File: src/sv/assert_macros.svh
// ----------------------------------------------------------------------------
// Assertion macros
// Shared concurrent assertion forms, sampled on clock and disabled in reset.
// ----------------------------------------------------------------------------
`ifndef ASSERT_MACROS_SVH
`define ASSERT_MACROS_SVH

// Consequent must hold in the same cycle as the antecedent.
`define HMT_ASSERT_IMPLY(lbl, ante, cons) \
   lbl: assert property (@(posedge clock) disable iff (reset) (ante) |-> (cons)) \
      else $error("hmt assertion failed");

// Consequent must hold in the cycle after the antecedent.
`define HMT_ASSERT_NEXT(lbl, ante, cons) \
   lbl: assert property (@(posedge clock) disable iff (reset) (ante) |=> (cons)) \
      else $error("hmt assertion failed");

`endif

File: src/sv/hmt_pkg.sv
// ----------------------------------------------------------------------------
// hmt_pkg
// Types, codes and defaults shared by the membership table modules.
// ----------------------------------------------------------------------------
package hmt_pkg;

   localparam int TABLE_DEPTH_DEF  = 32;
   localparam int FAILED_DEPTH_DEF = 32;
   localparam int CSR_IDX_W        = 2;

   localparam logic [CSR_IDX_W-1:0] CSR_FAIL_TIMEOUT   = 2'd0;
   localparam logic [CSR_IDX_W-1:0] CSR_REMOVE_TIMEOUT = 2'd1;
   localparam logic [CSR_IDX_W-1:0] CSR_SELF_ID        = 2'd2;
   localparam logic [CSR_IDX_W-1:0] CSR_SELF_PORT      = 2'd3;

   localparam logic [1:0] REQ_GOSSIP     = 2'd0;
   localparam logic [1:0] REQ_JOIN_REPLY = 2'd1;
   localparam logic [1:0] REQ_JOIN_REQ   = 2'd2;
   localparam logic [1:0] REQ_TICK       = 2'd3;

   localparam logic [2:0] ST_DONE     = 3'd0;
   localparam logic [2:0] ST_INSERTED = 3'd1;
   localparam logic [2:0] ST_FAILED   = 3'd2;
   localparam logic [2:0] ST_PRESENT  = 3'd3;
   localparam logic [2:0] ST_FULL     = 3'd4;

   typedef struct packed {
      logic [1:0]  req_type;
      logic [31:0] member_id;
      logic [15:0] member_port;
      logic [31:0] member_heartbeat;
      logic [31:0] member_stamp;
      logic [31:0] current_time;
      logic        last_entry;
   } req_word_type;

   typedef struct packed {
      logic [2:0]  status;
      logic [5:0]  member_count;
      logic [5:0]  removed_count;
      logic [5:0]  newly_failed_count;
      logic [31:0] own_heartbeat;
      logic        in_group;
   } rsp_word_type;

   typedef struct packed {
      logic        valid;
      logic [31:0] id;
      logic [15:0] port;
      logic [31:0] heartbeat;
      logic [31:0] stamp;
   } entry_type;

   typedef struct packed {
      logic       load;
      logic       wipe;
      logic       t_inc;
      logic       f_clr;
      logic       f_inc;
      logic       s_eval;
      logic       ins;
      logic       upd_gossip;
      logic       upd_self;
      logic       erase;
      logic       f_add;
      logic       st_we;
      logic [2:0] st_code;
      logic       grp_set;
   } cmd_type;

   typedef struct packed {
      logic [1:0] req_type;
      logic       last_entry;
      logic       self_hit;
      logic       t_last;
      logic       t_d_last;
      logic       f_none;
      logic       f_end;
      logic       f_full;
      logic       f_hit;
      logic       found;
      logic       free_ok;
      logic       hb_newer;
      logic       e_valid;
      logic       e_self;
      logic       e_erase;
      logic       e_fail;
   } sts_type;

endpackage

File: src/sv/hmt_controller.sv
// ----------------------------------------------------------------------------
// hmt_controller
// Sequencer for the clearing pass, table and failed-store scans, and the
// per-entry sweep of a tick.
// ----------------------------------------------------------------------------
`include "assert_macros.svh"

module hmt_controller (
   input  logic             clock,
   input  logic             reset,
   input  logic             start,
   output logic             busy,
   output logic             rsp_strobe,
   input  hmt_pkg::sts_type sts,
   output hmt_pkg::cmd_type cmd
);

   localparam logic [3:0] S_CLR    = 4'd0;
   localparam logic [3:0] S_IDLE   = 4'd1;
   localparam logic [3:0] S_DISP   = 4'd2;
   localparam logic [3:0] S_TPRIME = 4'd3;
   localparam logic [3:0] S_TSRCH  = 4'd4;
   localparam logic [3:0] S_RES    = 4'd5;
   localparam logic [3:0] S_FPRIME = 4'd6;
   localparam logic [3:0] S_FSRCH  = 4'd7;
   localparam logic [3:0] S_FADD   = 4'd8;
   localparam logic [3:0] S_TRD    = 4'd9;
   localparam logic [3:0] S_TEV    = 4'd10;
   localparam logic [3:0] S_TNEXT  = 4'd11;
   localparam logic [3:0] S_DONE   = 4'd12;

   logic [3:0] state_ff, state_in;
   logic       is_tick;

   assign is_tick    = sts.req_type == hmt_pkg::REQ_TICK;
   assign busy       = state_ff != S_IDLE;
   assign rsp_strobe = state_ff == S_DONE;

   always_comb begin
      cmd      = '0;
      state_in = state_ff;
      case (state_ff)
         S_CLR: begin
            cmd.wipe  = 1'b1;
            cmd.t_inc = 1'b1;
            if (sts.t_last) begin
               state_in = S_IDLE;
            end
         end
         S_IDLE: begin
            if (start) begin
               cmd.load = 1'b1;
               state_in = S_DISP;
            end
         end
         S_DISP: begin
            cmd.f_clr = 1'b1;
            if (is_tick) begin
               state_in = S_TRD;
            end else if (sts.req_type == hmt_pkg::REQ_GOSSIP && !sts.f_none) begin
               state_in = S_FPRIME;
            end else if (sts.req_type == hmt_pkg::REQ_JOIN_REPLY && sts.self_hit) begin
               cmd.st_we   = 1'b1;
               cmd.st_code = hmt_pkg::ST_PRESENT;
               cmd.grp_set = sts.last_entry;
               state_in    = S_DONE;
            end else begin
               state_in = S_TPRIME;
            end
         end
         S_TPRIME: begin
            cmd.t_inc = 1'b1;
            state_in  = S_TSRCH;
         end
         S_TSRCH: begin
            cmd.s_eval = 1'b1;
            cmd.t_inc  = 1'b1;
            if (sts.t_d_last) begin
               state_in = S_RES;
            end
         end
         S_RES: begin
            cmd.st_we = 1'b1;
            if (sts.found) begin
               if (sts.req_type == hmt_pkg::REQ_GOSSIP && sts.hb_newer) begin
                  cmd.upd_gossip = 1'b1;
                  cmd.st_code    = hmt_pkg::ST_DONE;
               end else begin
                  cmd.st_code = hmt_pkg::ST_PRESENT;
               end
            end else if (sts.free_ok) begin
               cmd.ins     = 1'b1;
               cmd.st_code = hmt_pkg::ST_INSERTED;
            end else begin
               cmd.st_code = hmt_pkg::ST_FULL;
            end
            cmd.grp_set = sts.req_type == hmt_pkg::REQ_JOIN_REPLY && sts.last_entry;
            state_in    = S_DONE;
         end
         S_FPRIME: begin
            cmd.f_inc = 1'b1;
            state_in  = S_FSRCH;
         end
         S_FSRCH: begin
            cmd.f_inc = 1'b1;
            if (sts.f_hit) begin
               if (is_tick) begin
                  state_in = S_TNEXT;
               end else begin
                  cmd.st_we   = 1'b1;
                  cmd.st_code = hmt_pkg::ST_FAILED;
                  state_in    = S_DONE;
               end
            end else if (sts.f_end) begin
               state_in = is_tick ? S_FADD : S_TPRIME;
            end
         end
         S_FADD: begin
            if (sts.f_full) begin
               cmd.st_we   = 1'b1;
               cmd.st_code = hmt_pkg::ST_FULL;
            end else begin
               cmd.f_add = 1'b1;
            end
            state_in = S_TNEXT;
         end
         S_TRD: begin
            state_in = S_TEV;
         end
         S_TEV: begin
            cmd.f_clr = 1'b1;
            if (sts.e_valid && !sts.e_self && !sts.e_erase && sts.e_fail) begin
               state_in = sts.f_none ? S_FADD : S_FPRIME;
            end else begin
               cmd.upd_self = sts.e_self;
               cmd.erase    = !sts.e_self && sts.e_erase;
               if (sts.t_last) begin
                  state_in = S_DONE;
               end else begin
                  cmd.t_inc = 1'b1;
                  state_in  = S_TRD;
               end
            end
         end
         S_TNEXT: begin
            if (sts.t_last) begin
               state_in = S_DONE;
            end else begin
               cmd.t_inc = 1'b1;
               state_in  = S_TRD;
            end
         end
         S_DONE: begin
            state_in = S_IDLE;
         end
         default: begin
            state_in = S_IDLE;
         end
      endcase
   end

   always_ff @(posedge clock) begin
      if (reset) begin
         state_ff <= S_CLR;
      end else begin
         state_ff <= state_in;
      end
   end

   `HMT_ASSERT_NEXT(a_accept_busy, start && !busy, busy)
   `HMT_ASSERT_NEXT(a_strobe_single, rsp_strobe, !rsp_strobe)
   `HMT_ASSERT_IMPLY(a_insert_free, cmd.ins, sts.free_ok && !sts.found)

endmodule

File: config.mk
export PLATFORM = sky130hd
export DESIGN_NAME = hmt_controller
export DESIGN_NICKNAME = d
export VERILOG_FILES = /design/src/sv/hmt_pkg.sv /design/src/sv/hmt_controller.sv
export VERILOG_INCLUDE_DIRS = /design/src /design/src/sv
export SDC_FILE = /design/constraint.sdc
export NUM_CORES = 1
export LEC_CHECK = 0
export BUFFER_PORTS_ARGS = -buffer_cell sky130_fd_sc_hd__buf_2
export CAP_MARGIN = 20
export CORE_ASPECT_RATIO = 0.8
export CORE_MARGIN = 2
export CORE_UTILIZATION = 35
export CTS_CLUSTER_DIAMETER = 40
export DETAILED_ROUTE_END_ITERATION = 10
export GPL_TIMING_DRIVEN = 0
export MAX_ROUTING_LAYER = met4
export PLACE_DENSITY = 0.65
export SETUP_SLACK_MARGIN = 0.2
export SLEW_MARGIN = 20
export SYNTH_ARGS = -nofsm -noshare
export SYNTH_HDL_FRONTEND = slang
export SYNTH_SLANG_ARGS = --single-unit
File: constraint.sdc
create_clock -name clock -period 2.8 [get_ports clock]
set_clock_uncertainty 0.2 [all_clocks]
set_input_delay 0.14 -clock clock [delete_from_list [all_inputs] [get_ports clock]]
set_output_delay 0.14 -clock clock [all_outputs]
set_load 0.01 [all_outputs]
==> results of run 1 <==
## metal layers
metal / wire [um] / global-route usage / part of all wire
met1: 1145 / 0.3170 / 0.48
met2: 1068 / 0.2940 / 0.44
met3: 188 / 0.03716 / 0.078
met4: 0 / 0.04000 / 0
met5: 0 / - / 0
## worst max-delay path, cell delays in order (launching register included)
cell and delay, ns:
dfxtp_1 0.33, buf_2 0.21, inv_1 0.12, nor3_1 0.29, o21ai_0 0.19, a31oi_1 0.17, o21a_1 0.12, buf_2 0.12
## cells in the final DEF, fill, tap and decap left out, types with 4 or more instances in the layout
cell type | Yosys | final
nand2_1 | 7 | 7
nand3_1 | 4 | 4
nor2_1 | 17 | 17
dfxtp_1 | 4 | 4
o21ai_0 | 6 | 6
and3_1 | 4 | 4
buf_2 | 3 | 40
a21oi_1 | 16 | 16
nor3_1 | 6 | 6
o31ai_1 | 4 | 4
inv_1 | 7 | 7
## power by group
group          leakage [uW]  switching (uW)  internal (uW)
logic              0.000397            55.4           38.6
clock network     0.0000138            23.8           47.9
registers         0.0000326            1.73           59.4
## area by class of cell
| cell class | instances | area, um^2 | area share |
|---|---|---|---|
| Buffer | 7 | 37.54 | 0.03927 |
| Clock buffer | 3 | 22.52 | 0.02356 |
| Inverter | 7 | 26.28 | 0.02749 |
| Multi-Input combinational cell | 93 | 564.3 | 0.5903 |
| Sequential cell | 4 | 80.08 | 0.08377 |
| Tap cell | 24 | 30.03 | 0.03141 |
| Timing Repair Buffer | 38 | 195.2 | 0.2042 |
## how the worst min path moves through the flow
stage,startpoint,to,slack (ns),depth (start not counted)
final,sts[9],state_ff[1],0.008,3
after global routing,sts[9],state_ff[1],0.02,3
after CTS,sts[9],state_ff[1],0.005,3
after detailed placement,reset,state_ff[2],0.20,2
after global placement,reset,state_ff[2],0.20,2
after floorplan,reset,state_ff[2],0.06,1
## cells by family after synthesis
family,Yosys count,synth area share
muxes,1,0.01413
and+or+nand+nor,54,0.4152
DFF,4,0.1131
adders and majority gates,2,0.03533
buffers and inverters,14,0.09010
AOI/OAI and AO/OA,36,0.3322
## per-stage QoR
step	hold WS, ns	instances	power, uW	setup slack [ns]	utilization
global placement	0.2013	172	150.5	0.9878	0.4881
global route	0.02204	176	244.9	0.5348	0.5053
detailed placement	0.1977	172	153.8	0.9320	0.4881
finish	0.007782	176	226.9	0.6775	0.5053
CTS	0.004828	176	229.2	0.6670	0.5053
floorplan	0.05626	111	114.0	1.078	-
## what timing repair did
action	4_1_cts	5_1_grt
hold buffers	1	0
hold endpoints to repair	1	0
endpoints found under the setup margin	0	0
==> results.py, run 1 <==
metrics = {
    "synthesis": {
        "ys_seq_area_frac": 0.1131,
        "synth_commonest_cells": "nor2_1 (17), a21oi_1 (16), inv_1 (7), nand2_1 (7)",
        "syn_nets": 133,
        "syn_inst": 111,
        "avgSynthCellArea_um2": 6.380,
        "synth.area.top_cells": "a21oi_1 (11%), dfxtp_1 (11%), nor2_1 (9.0%)",
        "synth_area_um2": 708.2,
        "async_flop_share": 0,
        "post-synth-top-count-cell": "nor2_1",
        "synth_seq_cells": 4,
        "synth_warnings": 0,
        "synthFlopType": "dfxtp_1",
        "synth-edff-count": 0,
        "ys_types": 35,
        "yosysTopAreaCell": "a21oi_1",
        "yosysTopAreaCellShare": 0.1131,
    },
    "status": {
        "outcome": "completed",
    },
    "cells_and_area": {
        "antenna_cells": 0,
        "design_area_um2": 955.9,
        "largestRegisters": "state_ff (4)",
        "synthToLayoutAreaGrowth_pct": 34.98,
        "layout.nets": 176,
        "regMostFlops": "state_ff",
        "n_fill_cell": 208,
        "drive_above_1_share": 0.3224,
        "largest_reg_flops": 4,
    },
    "min_path": {
        "hp-class": "in -> reg",
    },
    "sta": {
        "setup_viol": 0,
        "drv_slew": 0,
        "rsz0062_at_grt": "no",
        "max_freq_ghz": 0.4711,
        "slew_headroom": 0.5807,
        "worst_pin_slew_ns": 0.6132,
        "hold_viol_final": 0,
        "fin_crit_ns": 2.123,
        "period_share": 0.7580,
        "fin_setup_tns_ns": 0,
    },
    "die": {
        "start_util": 0.3743,
        "die_h_um": 44.24,
        "fp-row-count": 14,
        "core_mm2": 0.001892,
        "ios": 38,
        "die_w_um": 54.29,
        "die-area_mm2": 0.002402,
    },
    "worst_setup_path": {
        "worstSetupEndpoint": "cmd[1]",
        "r2r-end": "state_ff[2]",
        "crit_start": "state_ff[0]",
        "r2r_cells": 6,
        "cp_max_fo": 10,
        "regToRegSetupSlack_ns": 0.93,
        "required_ns": 2.46,
        "r2r_start": "state_ff[1]",
        "arrival_ns": 1.78,
        "crit_type": "reg -> out",
        "crit_path_end_kind": "primary output",
        "setup.worst_path.start_class": "flop",
    },
    "placement": {
        "portBuffers": 37,
        "gp_congestion": 0.8486,
        "dpl_cell_area_um2": 923.4,
        "place_hpwl_um": 1923,
    },
    "routing": {
        "ant_nets": 0,
        "drtPass1Iterations": 4,
        "vias_per_cell": 5.636,
        "post_drt_wl_per_cell_um": 13.65,
        "routed_wl_um": 2402,
        "num_vias": 992,
        "drc": 0,
        "drtIter0Drc": 43,
    },
    "power_and_ir_drop": {
        "p_leak_uw": 0.0004435,
        "ir_worst_vdd_v": 0.0001367,
        "powerDensity_mw_per_mm2": 237.4,
    },
    "global_routing": {
        "grt_pass1_vias": 857,
        "grt_first_pass_wirelength_um": 3684,
        "grt_overflow": 0,
        "grt_use_total": 0.2114,
        "grt_max_degree": 11,
        "antenna_found_initial": 0,
    },
    "cts": {
        "numCtsBuffers": 3,
        "clkTransAtPathRegs_ns": 0.04,
        "htree_levels": 1,
        "clock_sinks": 4,
        "cts_tree": "yes",
        "cts_resized": 0,
        "clk_latency_ns": 0.24,
        "cts_setup_buffers": 0,
        "ctsRootBufferMaster": "clkbuf_4",
        "cts.path.max_buffers": 2,
    },
    "run": {
        "cap_violations": 0,
    },
}
(Power assumes the default switching activity.)
==> inputs of run 2 (changes only) <==
--- a/config.mk
+++ b/config.mk
@@ -6,6 +6,7 @@
 export SDC_FILE = /design/constraint.sdc
 export NUM_CORES = 1
 export LEC_CHECK = 0
+export ABC_AREA = 1
 export BUFFER_PORTS_ARGS = -buffer_cell sky130_fd_sc_hd__buf_2
 export CAP_MARGIN = 20
 export CORE_ASPECT_RATIO = 0.8
==> constraint.sdc (replaced) <==
create_clock -name clock -period 2.2 [get_ports clock]
set_clock_uncertainty 0.2 [all_clocks]
set_input_delay 0.11 -clock clock [delete_from_list [all_inputs] [get_ports clock]]
set_output_delay 0.11 -clock clock [all_outputs]
set_load 0.01 [all_outputs]
==> run 2 against run 1 <==
Effect of this change:
- non-clock buffer count decreased by 5
- largest cell class unchanged
- worst setup slack got worse by 0.37 ns
- first-iteration DRC count decreased by 49%
- critical path type unchanged
- clock-buffer cell count unchanged
- final cell count increased by 6.3%
- flip-flop and latch count unchanged
- highest routed layer is now met4
- global-route usage decreased by 3.3 points
==> results.py, run 2 <==
metrics = {
    "status": {
        "outcome": "completed",
    },
    "sta": {
        "timing.final.ws_setup_ns": 0.3110,
        "hold_viol_final": 0,
        "rsz0062_at_grt": "no",
        "drv_slew": 0,
        "period_share": 0.8586,
        "worst_pin_slew_ns": 0.3169,
        "max_freq_ghz": 0.5294,
        "slew_headroom": 0.7884,
        "fin_setup_tns_ns": 0,
        "hold_slack_ns": 0.01910,
        "fin_crit_ns": 1.889,
        "setup_viol": 0,
    },
    "worst_setup_path": {
        "regToRegSetupSlack_ns": 0.65,
        "path_depth": 8,
        "worstSetupEndpoint": "cmd[0]",
        "path_cells": "inv_4 -> nor2_4 -> inv_2 -> nor2_4 -> inv_2 -> nor3_2 -> o21a_1 -> buf_2",
        "cp_max_fo": 7,
        "setup.worst_path.start_class": "flop",
        "crit_path_end_kind": "primary output",
        "r2r-end": "state_ff[0]",
        "arrival_ns": 1.58,
        "r2r_start": "state_ff[0]",
        "crit_buf_inv": 4,
        "slowest_stage": "dfxtp_1",
        "critPathMaxStageDelay_ns": 0.50,
        "r2r_cells": 8,
        "crit_type": "reg -> out",
        "required_ns": 1.89,
        "critPathTopFamily": "flip-flops",
        "crit_start": "state_ff[0]",
    },
    "synthesis": {
        "synth_seq_cells": 4,
        "yosysTopAreaCellShare": 0.1166,
        "syn_nets": 143,
        "post-synth-top-count-cell": "nand2_1",
        "synth.area.top_cells": "nand2_1 (12%), dfxtp_1 (11%), nand3_1 (9.9%)",
        "yosysTopAreaCell": "nand2_1",
        "ys_seq_area_frac": 0.1131,
        "synth-edff-count": 0,
        "syn_inst": 121,
        "ys_types": 25,
        "synth_area_um2": 708.2,
        "async_flop_share": 0,
        "synth_warnings": 0,
        "synth_commonest_cells": "nand2_1 (22), nor2_1 (17), inv_1 (15), nand3_1 (14), nand2_2 (8)",
        "synthFlopType": "dfxtp_1",
        "avgSynthCellArea_um2": 5.853,
    },
    "power_and_ir_drop": {
        "p_leak_uw": 0.0005309,
        "ir_worst_vdd_v": 0.0003954,
        "power_uw": 511.1,
        "powerDensity_mw_per_mm2": 529.1,
    },
    "cts": {
        "cts_tree": "yes",
        "clock_sinks": 4,
        "htree_levels": 1,
        "clk_latency_ns": 0.24,
        "clkTransAtPathRegs_ns": 0.04,
        "cts_setup_buffers": 0,
        "cts.path.max_buffers": 2,
        "numCtsBuffers": 3,
        "ctsRootBufferMaster": "clkbuf_4",
    },
    "routing": {
        "drc": 0,
        "drtIter0Drc": 22,
        "routed_wl_um": 1915,
        "ant_nets": 0,
        "post_drt_wl_per_cell_um": 10.24,
        "vias_per_cell": 4.727,
        "num_vias": 884,
        "drtPass1Iterations": 4,
    },
    "global_routing": {
        "grt_max_degree": 10,
        "grt_pass1_vias": 789,
        "grt_overflow": 0,
        "grt_use_total": 0.1787,
        "antenna_found_initial": 0,
        "grt_first_pass_wirelength_um": 3091,
    },
    "cells_and_area": {
        "drive_above_1_share": 0.4417,
        "largest_reg_flops": 4,
        "mostFrequentLayoutCells": "buf_2 (37), nand2_1 (22), nor2_1 (17)",
        "regMostFlops": "state_ff",
        "final_common_cell": "buf_2",
        "largestRegisters": "state_ff (4)",
        "design_area_um2": 965.9,
        "antenna_cells": 0,
        "synthToLayoutAreaGrowth_pct": 36.40,
        "layout.nets": 187,
    },
    "die": {
        "fp-row-count": 14,
        "core_mm2": 0.001892,
        "start_util": 0.3743,
        "die_w_um": 54.29,
        "die-area_mm2": 0.002402,
        "ios": 38,
        "die_h_um": 44.24,
    },
    "placement": {
        "dp_slack_ns": 0.5472,
        "place_hpwl_um": 1657,
        "dpl_cell_area_um2": 923.4,
        "portBuffers": 37,
        "gp_congestion": 0.8735,
    },
    "min_path": {
        "hp-class": "in -> reg",
    },
    "run": {
        "cap_violations": 0,
    },
}
[run 2: changes by cell type after synthesis, moves of 4 or more]
cell,delta
a21oi_1,-15
and3_1,-4
inv_1,+8
inv_2,+6
nand2_1,+15
nand2_2,+8
nand3_1,+10
nor2_2,+6
nor2_4,+4
o31ai_1,-4
[run 2: worst min-delay path by stage]
| stage | start | endpoint | slack [ns] | depth (start not counted) |
|---|---|---|---|---|
| 2_1_floorplan | reset | state_ff[2] | -0.03 | 1 |
| 3_3_place_gp | reset | state_ff[2] | 0.12 | 2 |
| 3_5_place_dp | reset | state_ff[2] | 0.12 | 2 |
| 4_1_cts | sts[7] | state_ff[1] | 0.02 | 4 |
| 5_1_grt | sts[7] | state_ff[1] | 0.05 | 4 |
| 6_report | sts[7] | state_ff[1] | 0.02 | 4 |
[run 2: metrics by stage]
step	utilization	instances
2_1_floorplan	-	121
3_3_place_gp	0.4881	182
3_5_place_dp	0.4881	182
4_1_cts	0.5106	187
5_1_grt	0.5106	187
6_report	0.5106	187
[run 2: kinds of logic after synthesis]
family	synth area share
compound gates	0.1272
buf+inv	0.1449
simple gates	0.5795
flops	0.1131
fa+ha+maj	0.03533
[run 2: final cells by class]
cell class / instances / area, um^2
inverters: 23 / 91.34
repair buffers: 39 / 205.2
flip-flops and latches: 4 / 80.08
clock buffers: 3 / 22.52
plain buffers: 1 / 11.26
fillers: 206 / 925.9
multi-input cells: 93 / 525.5
well taps: 24 / 30.03
[run 2: worst register-to-register path: cells and delay by family, from the launching register on]
family | cells | cell delay (ns)
AO/OA/AOI/OAI | 1 | 0.18
buffers and inverters | 2 | 0.17
flip-flops | 1 | 0.50
AND/OR/NAND/NOR | 5 | 0.41
[run 2: what timing repair did]
action,CTS,global route
endpoints found under the hold margin,4,0
resized for setup,0,0
hold buffers,2,0
[run 2: power breakdown]
group	leakage [uW]	switching (uW)	total, uW	internal [uW]
clock network	0.0000138	35.8	97.2	61.4
registers	0.0000327	18.0	101	83.5
logic	0.000484	194	312	118
total	0.000531	248	511	263
[run 2: per-layer routing]
layer / vias up / share of wire / global-route usage
li1: 471 / - / -
met4: 0 / 0.0068 / 0.05500
met3: 2 / 0.040 / 0.03041
met1: 392 / 0.49 / 0.2295
met5: - / 0 / -
met2: 19 / 0.46 / 0.2843
==> inputs of run 3 (changes only) <==
--- a/config.mk
+++ b/config.mk
@@ -16,8 +16,8 @@
 export DETAILED_ROUTE_END_ITERATION = 10
 export GPL_TIMING_DRIVEN = 0
 export MAX_ROUTING_LAYER = met4
-export PLACE_DENSITY = 0.65
-export SETUP_SLACK_MARGIN = 0.2
+export PLACE_DENSITY = 0.63
+export SETUP_SLACK_MARGIN = 0.3
 export SLEW_MARGIN = 20
 export SYNTH_ARGS = -nofsm -noshare
 export SYNTH_HDL_FRONTEND = slang
==> run 3 against run 2 <==
Effect of this change:
- utilization increased by 0.46 points
- combinational power about the same
- fmax increased by 6.8%
- largest power group unchanged
- highest routed layer is now met3
==> results.py, run 3 (same netlist as run 2, synthesis figures left out) <==
metrics = {
    "cts": {
        "clk_latency_ns": 0.24,
        "numCtsBuffers": 3,
        "cts_tree": "yes",
        "clkTransAtPathRegs_ns": 0.04,
        "htree_levels": 1,
        "cts.path.max_buffers": 2,
        "ctsRootBufferMaster": "clkbuf_4",
        "clock_sinks": 4,
    },
    "sta": {
        "slew_headroom": 0.7991,
        "hold_viol_final": 0,
        "timing.final.ws_setup_ns": 0.4305,
        "worst_pin_slew_ns": 0.3002,
        "fin_crit_ns": 1.769,
        "max_freq_ghz": 0.5651,
        "setup_viol": 0,
        "drv_slew": 0,
        "period_share": 0.8043,
        "fin_setup_tns_ns": 0,
        "rsz0062_at_grt": "no",
    },
    "status": {
        "outcome": "completed",
    },
    "cells_and_area": {
        "mostFrequentLayoutCells": "buf_2 (37), nand2_1 (22), nor2_1 (16)",
        "regMostFlops": "state_ff",
        "layout.nets": 187,
        "largest_reg_flops": 4,
        "drive_above_1_share": 0.4663,
        "largestRegisters": "state_ff (4)",
        "antenna_cells": 0,
        "synthToLayoutAreaGrowth_pct": 37.63,
        "final_common_cell": "buf_2",
    },
    "die": {
        "die_w_um": 54.29,
        "core_mm2": 0.001892,
        "start_util": 0.3743,
        "die_h_um": 44.24,
        "ios": 38,
        "die-area_mm2": 0.002402,
        "fp-row-count": 14,
    },
    "global_routing": {
        "use_met2": 0.2458,
        "grt_max_degree": 10,
        "grt_use_total": 0.1738,
        "grt_pass1_vias": 719,
        "grt_overflow": 0,
        "met3_usage": 0.05405,
        "antenna_found_initial": 0,
        "busiest_layer": "met2",
        "met1_usage": 0.2444,
        "grt_first_pass_wirelength_um": 2973,
    },
    "placement": {
        "gp_congestion": 0.8701,
        "dp_slack_ns": 0.5461,
        "portBuffers": 37,
        "place_hpwl_um": 1666,
    },
    "routing": {
        "drtIter0Drc": 33,
        "drc": 0,
        "routed_wl_um": 1908,
        "drtPass1Iterations": 4,
        "num_vias": 885,
        "post_drt_wl_per_cell_um": 10.20,
        "vias_per_cell": 4.733,
        "ant_nets": 0,
    },
    "worst_setup_path": {
        "path_common_cell": "nor2_2",
        "crit_type": "reg -> out",
        "required_ns": 1.89,
        "r2r_start": "state_ff[3]",
        "crit_buf_inv": 3,
        "cp_max_fo": 7,
        "r2r-end": "state_ff[0]",
        "critPathTopFamily": "simple AND/OR/NAND/NOR gates",
        "regToRegSetupSlack_ns": 0.72,
        "crit_path_end_kind": "primary output",
        "path_cells": "inv_4 -> nand2_2 -> nor2_2 -> inv_2 -> nor2_2 -> a31oi_1 -> nand2_1 -> buf_2",
        "arrival_ns": 1.46,
        "setup.worst_path.start_class": "flop",
        "r2r_cells": 8,
        "critPathMaxStageDelay_ns": 0.37,
        "slowest_stage": "dfxtp_4",
    },
    "power_and_ir_drop": {
        "ir_worst_vdd_v": 0.0003979,
        "p_leak_uw": 0.0005323,
        "powerDensity_mw_per_mm2": 522.5,
        "power_uw": 509.3,
    },
    "min_path": {
        "hp-start": "sts[7]",
        "holdPathStages": 4,
        "whs_endpoint": "state_ff[1]",
        "hp-class": "in -> reg",
    },
    "run": {
        "cap_violations": 0,
    },
}
==> run 3: cell types whose count changed in the layout (fill, tap and decap cells not counted) <==
| cell | delta |
|---|---|
| dfxtp_1 | -3 |
| dfxtp_2 | +2 |
| dfxtp_4 | +1 |
| nor2_1 | -1 |
| nor2_2 | +1 |
==> run 3: tightest hold or removal path, stage by stage <==
cell and delay, ns:
buf_2 0.10, nor2_1 0.06, nand2_2 0.08, a21oi_1 0.06
==> run 3: report_power, final <==
part	switching [uW]	internal (uW)	leakage [uW]	total, uW
Clock	30.6	61.1	0.0000138	91.6
Combinational	193	119	0.000484	312
Sequential	19.3	86.7	0.0000342	106
==> run 3: final cells by class <==
cell class | count | area [um^2]
buffer | 1 | 11.26
clock buffer | 3 | 22.52
fill | 202 | 917.1
inverter | 23 | 91.34
multi-input combinational | 93 | 528.0
sequential | 4 | 86.33
tap | 24 | 30.03
timing repair buffer | 39 | 205.2
==> run 3: per-layer routing <==
metal / vias up / part of all wire
li1: 465 / -
met4: 0 / 0
met1: 375 / 0.45
met2: 45 / 0.43
met5: - / 0
met3: 0 / 0.12
==> run 3: worst max-delay path by stage <==
stage                     start  slack [ns]  cells after the start  endpoint
global placement    state_ff[0]        0.56                      8    cmd[0]
global route        state_ff[1]        0.31                      8    cmd[2]
finish              state_ff[0]        0.43                      8    cmd[1]
floorplan           state_ff[0]        0.77                      6    cmd[8]
CTS                 state_ff[0]        0.38                      8    cmd[2]
detailed placement  state_ff[0]        0.55                      8    cmd[0]
==> run 3: repair_timing <==
action / in CTS / in global routing
gates resized for setup: 1 / 4
endpoints found under the hold margin: 4 / 0
setup endpoints to repair: 1 / 4
hold buffers: 2 / 0
buffers inserted: 0 / 0
==> run 3: metrics by stage <==
step	hold slack [ns]	cell area (um^2)	utilization	cells
final	0.01772	974.7	0.5152	187
after global routing	0.02963	974.7	0.5152	187
after CTS	0.01131	967.2	0.5112	187
after detailed placement	0.1211	923.4	0.4881	182
after global placement	0.1190	923.4	0.4881	182
after floorplan	-0.02756	708.2	-	121
